<file path="src/rtl/lstc_pkg.sv">
// Shared constants, types and the line code table for the line sensor track classifier.
`timescale 1ns / 1ps
`default_nettype none

package lstc_pkg;

   // Geometry
   localparam int WINDOW_DEPTH = 49;
   localparam int CHANNELS     = 5;
   localparam int SAMPLE_W     = 12;
   localparam int WIN_AW       = $clog2(WINDOW_DEPTH);
   localparam int WIN_DATA_W   = CHANNELS * SAMPLE_W;
   localparam int SUM_W        = SAMPLE_W + WIN_AW;

   // Floor division by the window depth as multiply and shift; exact for any sum below 2**SUM_W
   localparam int RECIP_SHIFT = SUM_W + WIN_AW;
   localparam int RECIP_W     = SUM_W + 1;
   localparam int PROD_W      = SUM_W + RECIP_W;
   localparam logic [RECIP_W-1:0] RECIP =
      RECIP_W'(((longint'(1) << RECIP_SHIFT) + longint'(WINDOW_DEPTH) - 1)
               / longint'(WINDOW_DEPTH));

   // Threshold widths: white - bias, and white - offset + bias
   localparam int THR_W_W = SAMPLE_W + 1;
   localparam int THR_R_W = SAMPLE_W + 2;

   // Result queue (depth is a power of two)
   localparam int QUEUE_DEPTH = 8;
   localparam int QUEUE_AW    = $clog2(QUEUE_DEPTH);

   // Register port
   localparam int CSR_INDEX_W = 2;
   localparam int CSR_DATA_W  = SAMPLE_W;

   // Reset values
   localparam logic [SAMPLE_W-1:0] WHITE_RESET  = SAMPLE_W'(2000);
   localparam logic [SAMPLE_W-1:0] OFFSET_RESET = SAMPLE_W'(400);
   localparam logic [SAMPLE_W-1:0] BIAS_RESET   = SAMPLE_W'(100);
   localparam logic [SAMPLE_W-1:0] BLACK_RESET  = SAMPLE_W'(500);

   typedef enum logic {
      CMD_CALIBRATE = 1'b0,
      CMD_TRACK     = 1'b1
   } command_type;

   typedef enum logic [CSR_INDEX_W-1:0] {
      CSR_WHITE_TO_RED_OFFSET = 2'd0,
      CSR_BIAS_MARGIN         = 2'd1,
      CSR_BLACK_MAX_LEVEL     = 2'd2
   } csr_index_type;

   typedef enum logic [1:0] {
      LEVEL_WHITE   = 2'd0,
      LEVEL_RED     = 2'd1,
      LEVEL_BLACK   = 2'd2,
      LEVEL_BETWEEN = 2'd3
   } level_type;

   typedef enum logic [3:0] {
      CODE_WHITE     = 4'd0,
      CODE_MIDDLE    = 4'd1,
      CODE_LEFT      = 4'd2,
      CODE_RIGHT     = 4'd3,
      CODE_FAR_LEFT  = 4'd4,
      CODE_FAR_RIGHT = 4'd5,
      CODE_RED       = 4'd6,
      CODE_TEE       = 4'd7,
      CODE_BLACK     = 4'd8,
      CODE_ERROR     = 4'd9,
      CODE_NONE      = 4'd10
   } line_code_type;

   typedef struct packed {
      logic [SAMPLE_W-1:0] offset;
      logic [SAMPLE_W-1:0] bias;
      logic [SAMPLE_W-1:0] black;
   } cfg_type;

   typedef struct packed {
      line_code_type               line_code;
      level_type [CHANNELS-1:0]    level;
   } result_type;

   typedef struct packed {
      logic       push;
      logic [1:0] inflight;
   } front_status_type;

   typedef struct packed {
      logic [QUEUE_AW:0] count;
      logic              full;
      logic              empty;
   } queue_status_type;

   // Level pattern, leftmost sensor first, two bits a digit
   function automatic line_code_type line_code_of(input level_type [CHANNELS-1:0] lv);
      logic [2*CHANNELS-1:0] key;
      line_code_type         code;
      key = {lv[0], lv[1], lv[2], lv[3], lv[4]};
      unique case (key)
         10'b00_00_00_00_00:                     code = CODE_WHITE;
         10'b00_00_01_00_00, 10'b00_01_01_01_00: code = CODE_MIDDLE;
         10'b00_01_00_00_00, 10'b00_01_01_00_00: code = CODE_LEFT;
         10'b00_00_00_01_00, 10'b00_00_01_01_00: code = CODE_RIGHT;
         10'b01_00_00_00_00, 10'b01_01_00_00_00: code = CODE_FAR_LEFT;
         10'b00_00_00_00_01, 10'b00_00_00_01_01: code = CODE_FAR_RIGHT;
         10'b01_01_01_01_01, 10'b01_01_01_01_00,
         10'b00_01_01_01_01, 10'b01_00_01_01_01,
         10'b01_01_01_00_01:                     code = CODE_RED;
         10'b01_01_00_01_01:                     code = CODE_TEE;
         10'b10_10_00_10_10, 10'b10_10_10_10_10,
         10'b00_10_10_10_10, 10'b10_10_10_10_00: code = CODE_BLACK;
         10'b01_01_01_00_00:                     code = CODE_NONE;
         default:                                code = CODE_ERROR;
      endcase
      return code;
   endfunction

endpackage

`default_nettype wire

</file>
<file path="src/rtl/lstc_queue.sv">
// Back part: result queue that holds finished words until the receiver takes them.
`timescale 1ns / 1ps
`default_nettype none

module lstc_queue import lstc_pkg::*; (
   input  wire logic       clock,
   input  wire logic       reset,
   input  wire logic       push,
   input  wire result_type push_data,
   input  wire logic       pop,
   output result_type      head,
   output queue_status_type status
);

   result_type          mem_ff [QUEUE_DEPTH];
   logic [QUEUE_AW-1:0] wr_ptr_ff, wr_ptr_in;
   logic [QUEUE_AW-1:0] rd_ptr_ff, rd_ptr_in;
   logic [QUEUE_AW:0]   count_ff,  count_in;

   // Pointer and fill bookkeeping
   always_comb begin
      wr_ptr_in = wr_ptr_ff;
      rd_ptr_in = rd_ptr_ff;
      count_in  = count_ff;
      if (push) begin
         wr_ptr_in = wr_ptr_ff + 1'b1;
      end
      if (pop) begin
         rd_ptr_in = rd_ptr_ff + 1'b1;
      end
      unique case ({push, pop})
         2'b10:   count_in = count_ff + 1'b1;
         2'b01:   count_in = count_ff - 1'b1;
         default: count_in = count_ff;
      endcase
   end

   always_ff @(posedge clock) begin
      if (reset) begin
         wr_ptr_ff <= '0;
         rd_ptr_ff <= '0;
         count_ff  <= '0;
      end else begin
         wr_ptr_ff <= wr_ptr_in;
         rd_ptr_ff <= rd_ptr_in;
         count_ff  <= count_in;
      end
   end

   always_ff @(posedge clock) begin
      if (push) begin
         mem_ff[wr_ptr_ff] <= push_data;
      end
   end

   assign head         = mem_ff[rd_ptr_ff];
   assign status.count = count_ff;
   assign status.full  = (count_ff == (QUEUE_AW + 1)'(QUEUE_DEPTH));
   assign status.empty = (count_ff == '0);

endmodule

`default_nettype wire

</file>
<file path="config.mk">
export PLATFORM = sky130hd
export DESIGN_NAME = lstc_queue
export DESIGN_NICKNAME = d
export VERILOG_FILES = /design/src/rtl/lstc_pkg.sv /design/src/rtl/lstc_queue.sv
export SDC_FILE = /design/constraint.sdc
export NUM_CORES = 1
export LEC_CHECK = 0
export BUFFER_PORTS_ARGS = -buffer_cell sky130_fd_sc_hd__buf_2
export CELL_PAD_IN_SITES_DETAIL_PLACEMENT = 1
export CELL_PAD_IN_SITES_GLOBAL_PLACEMENT = 1
export CORE_ASPECT_RATIO = 0.6
export CORE_MARGIN = 4
export CORE_UTILIZATION = 55
export CTS_CLUSTER_DIAMETER = 100
export CTS_CLUSTER_SIZE = 28
export DETAILED_ROUTE_END_ITERATION = 8
export PLACE_DENSITY = 0.84
export SKIP_LAST_GASP = 1
export SLEW_MARGIN = 20
export SYNTH_ARGS = -nofsm -noshare
export SYNTH_HDL_FRONTEND = slang
export SYNTH_SLANG_ARGS = --single-unit
export TNS_END_PERCENT = 20
</file>
<file path="constraint.sdc">
create_clock -name clock -period 3.4 [get_ports clock]
set_clock_uncertainty 0.2 [all_clocks]
set_input_delay 0.34 -clock clock [delete_from_list [all_inputs] [get_ports clock]]
set_output_delay 0.34 -clock clock [all_outputs]
set_load 0.02 [all_outputs]
</file>
### Yosys cells after proc, flatten, opt, wreduce, memory -nomap -nowiden

Memory sizes are Yosys's and may differ from the RTL's. A register that Yosys moved wholly into a read port is not among the register bits.
Index checks and enable logic that the tools add are counted.

* word-level logic and storage cells: 18
* bits in writable memories: 112
* output and inout bits: 20
* flip-flop bits (word level): 10
* memories: 1
* input port bits: 18

* equal/unequal tests: 3
* $add $sub $neg: 4
* reductions and logical operators: 2
* multiplexer cells: 5

Memories
* mem_ff: depth 8, width 14, rd ports 1, clocked after Yosys merged registers in 1, write ports 1, line lstc_queue.sv:15 `result_type mem_ff [QUEUE_DEPTH];`

Operators by type and width (count)
* case mux 4 bit (2 select lines): 1
* adder 3 x 1 -> 3 bit, second input constant: 2
* two-way mux 3 bit: 2
* adder 4 x 1 -> 4 bit, second input constant: 1
* equality test 4 bit, second input constant: 1
* zero test 4 bit: 1
* subtractor 4 x 1 -> 4 bit, second input constant: 1
* equality test 2 x 1 -> 1 bit, second input constant: 1
* equality test 2 bit, second input constant: 1
* two-way mux 1 bit: 2
* nonzero test 2 bit: 1

### Longest topological paths before layout

* word-level depth: 3
* gate-level depth with buffers: 8
* mapped depth without buffers: 8

### Least setup slack after synthesis

OpenSTA, ideal clock, no wires.

* kind: flip-flop to flip-flop
* start point: register wr_ptr_ff[2]
* end point: memory mem_ff[0][0] (netlist bit), enable pin
* path slack: 1302 ps
* arrival time: 1495 ps
* path buffers: 0
* stages on the path, launching flop included: 3
* clock period less this slack: 2098 ps
* path through: dfxtp_1 -> nand2b_1 -> nor3_1

RTL lines
* from (decl): line lstc_queue.sv:16 `logic [QUEUE_AW-1:0] wr_ptr_ff, wr_ptr_in;`
* from (signal assigned): line lstc_queue.sv:44 `wr_ptr_ff <= wr_ptr_in;`
* to (decl): line lstc_queue.sv:15

No word-level cell before the write port.

==> flow_metrics.tcl <==
set metrics [dict create \
    max_slew_margin_pct 46.8 \
    grt_pass1_vias 2680 \
    clk_pin_slew_ns 0.06 \
    fin_ws_ns 0.561 \
    p_leak_nw 2.13 \
    finalNetCount 316 \
    drive_above_1_share_pct 32.4 \
    fillCellCount 668 \
    reg2reg_from "count_ff[0]" \
    crit_arrival_ns 2.30 \
    n_antenna_cell 0 \
    detail_route.wl_per_cell_um 24.8 \
    critPathTopFamily "multiplexers" \
    drt_iter0_drc 176 \
    critPathBufInv 2 \
    numCtsBuffers 17 \
    grt_antenna_before_repair 0 \
    fmax_mhz 352 \
    seq_area_um2 3620 \
    port_buffers 37 \
    netlist_area_um2 4930 \
    postCtsHoldBufs 5 \
    clock_sinks 125 \
    drc 0 \
    yosys-top-cells-area "edfxtp_1, mux4_1, dfxtp_1, mux2_2, mux4_2" \
    maxCapViolCount 0 \
    dr.pass1.iters 4 \
    setup_viol 0 \
    start_util_pct 57.2 \
    yosys.area.top_type_share_pct 68.2 \
    die_y_um 81.3 \
    cts_tree "built" \
    hold_path_class "input pin to register" \
    yosysWarnings 0 \
    syn_avg_cell_area_um2 21.2 \
    p_per_area_nw_per_um2 697 \
    multiInputGateArea_um2 1250 \
    cp_cell_sequence "buf_4 -> mux4_1 -> mux2_2 -> buf_2" \
    hp-start "push_data[13]" \
    syn_nets 255 \
    drv_slew 0 \
    routed_wirelength_um 10400 \
    setup-tns-final_ns 0 \
    p_clk_share_pct 50.0 \
    startpoint_type "register" \
    num_vias 2450 \
    synth_top_area_cell "edfxtp_1" \
    holdWs_ns 0.0191 \
    ant_nets 0 \
    status "finished clean" \
    p_sw_w 0.000875 \
    cts.htree.levels 4 \
    p_int_w 0.00332 \
    p_seq_share_pct 41.8 \
    routed_via_density 5.86 \
    grt_first_pass_wirelength_um 16000 \
    synth_cells 232 \
    cts_resized 0 \
    io_pins 38 \
    cp.required_ns 2.86 \
    cp-end-kind "primary output" \
    ys_types 25 \
    ys_seq_area_share_pct 73.5 \
    place_ws_ns 0.926 \
    rsz0062_at_grt "no" \
    syn_to_final_growth_pct 22.1 \
    fin_crit_ns 2.84 \
    post-cts-setup-buffer-count 0 \
    tightest_slew_ns 0.797 \
    overflow 0 \
    grt_max_degree 29 \
    dpl.hpwl_um 6300 \
    min_period_over_period_pct 83.5 \
    p_comb_share_pct 8.2 \
    ys_ff_latch 125 \
    swShare_pct 20.8 \
    routabilityCongestion 0.730 \
    peakVddDrop_mv 0.558 \
    clk_path_buf_depth 2 \
    die-area_um2 10600 \
    hold_viol_final 0 \
    fp.dieW_um 130 \
    post-route-util_pct 69.8 \
    path_max_fanout 28 \
    setup.worst_path.class "register to primary output" \
    rows 26 \
    core_area_um2 8620 \
    clkLatencyLatePin_ns 0.41 \
    max_stage_delay_ns 0.66 \
    slowest_stage "mux4_1" \
    grt_use_total_pct 21.8 \
    cts_root_buf "clkbuf_16" \
]
-- per-layer routing --
metal,global-route usage (%),wire length (µm)
met1,28.1,4640
met2,36.4,5220
met3,6.77,390
met4,6.02,104
met5,0,0
-- state kept, by name (all words and copies together) (netlist names), named ones only --
name and count:
rd_ptr_ff 3, count_ff 4, wr_ptr_ff 3, mem_ff 112
-- through the flow --
stage / cell area [µm²] / power (W) / instances
floorplan: 4930 / 0.00201 / 232
global placement: 5280 / 0.00211 / 381
detailed placement: 5280 / 0.00213 / 381
CTS: 6020 / 0.00424 / 418
global route: 6020 / 0.00435 / 418
finish: 6020 / 0.00420 / 418
-- worst reg2reg max path, delay by kind of cell (launching register included) --
family	cells	cell delay (ns)
mux	2	0.69
flops	1	0.51
simple gates	1	0.12
compound gates	1	0.47
-- cells by family (layout without fill, tap and decap cells) --
family,count (synthesis),count (layout),share of synthesized area [%]
AO/OA/AOI/OAI,5,5,0.660
XOR/XNOR,7,7,1.24
adder cells (fa/ha/maj),5,5,1.27
buffers and inverters,11,85,1.35
flip-flops,125,125,73.5
multiplexers,47,47,19.0
AND/OR/NAND/NOR,32,32,3.02
-- layout by cell type, fill, tap and decap left out, drive strengths merged --
master	count
clkbuf	17
xor2	5
nor4b	2
clkinv	4
buf	47
clkinvlp	3
or3	1
nand2	5
nor2b	1
mux2i	3
o41ai	1
inv	2
nor3	3
dfxtp	13
edfxtp	112
nor4	1
ha	5
xnor2	2
mux2	16
mux4	28
nor2	16
o21ai	1
a21oi	2
nand2b	3
bufinv	7
dlygate4sd3	5
a41oi	1
-- final timing paths --
| path | slack (ns) | to | cells past startpoint |
|---|---|---|---|
| worst max register to register | 1.31 | count_ff[3] | 4 |
| worst min-delay path | 0.02 | mem_ff[2][13] | 1 |
| worst min register to register | 0.33 | rd_ptr_ff[2] | 2 |
| worst max-delay path | 0.56 | head[0] | 4 |
-- power by group through the flow --
stage | clock, W | combinational (W) | sequential [W]
2_1_floorplan | 0 | 0.000226 | 0.00178
3_3_place_gp | 0 | 0.000326 | 0.00178
3_5_place_dp | 0 | 0.000342 | 0.00179
4_1_cts | 0.00214 | 0.000350 | 0.00176
5_1_grt | 0.00222 | 0.000371 | 0.00176
6_report | 0.00210 | 0.000345 | 0.00176
-- layout make-up --
type                            count  share of cell area (%)
Sequential cell                   125                    60.2
Tap cell                          112                    2.33
Clock inverter                     15                    4.45
Clock buffer                       17                    7.07
Timing Repair Buffer               52                    5.15
Multi-Input combinational cell     96                    20.8
Inverter                            1                  0.0623
-- cells in the mapped netlist --
cell      count
edfxtp_1    112
mux4_1       25
mux2_2       16
nor2_1       16
dfxtp_1      13
clkbuf_1      5
ha_1          5
nand2_1       5
xor2_1        5
buf_6         3
mux2i_1       3
mux4_2        3
nand2b_1      3
nor3_1        3
a21oi_1       2
buf_2         2
nor4b_1       2
xnor2_1       2
a41oi_1       1
inv_1         1
nor2b_1       1
nor4_1        1
o21ai_0       1
o41ai_1       1
or3_1         1
No activity file was read; power rests on OpenSTA's default activity.
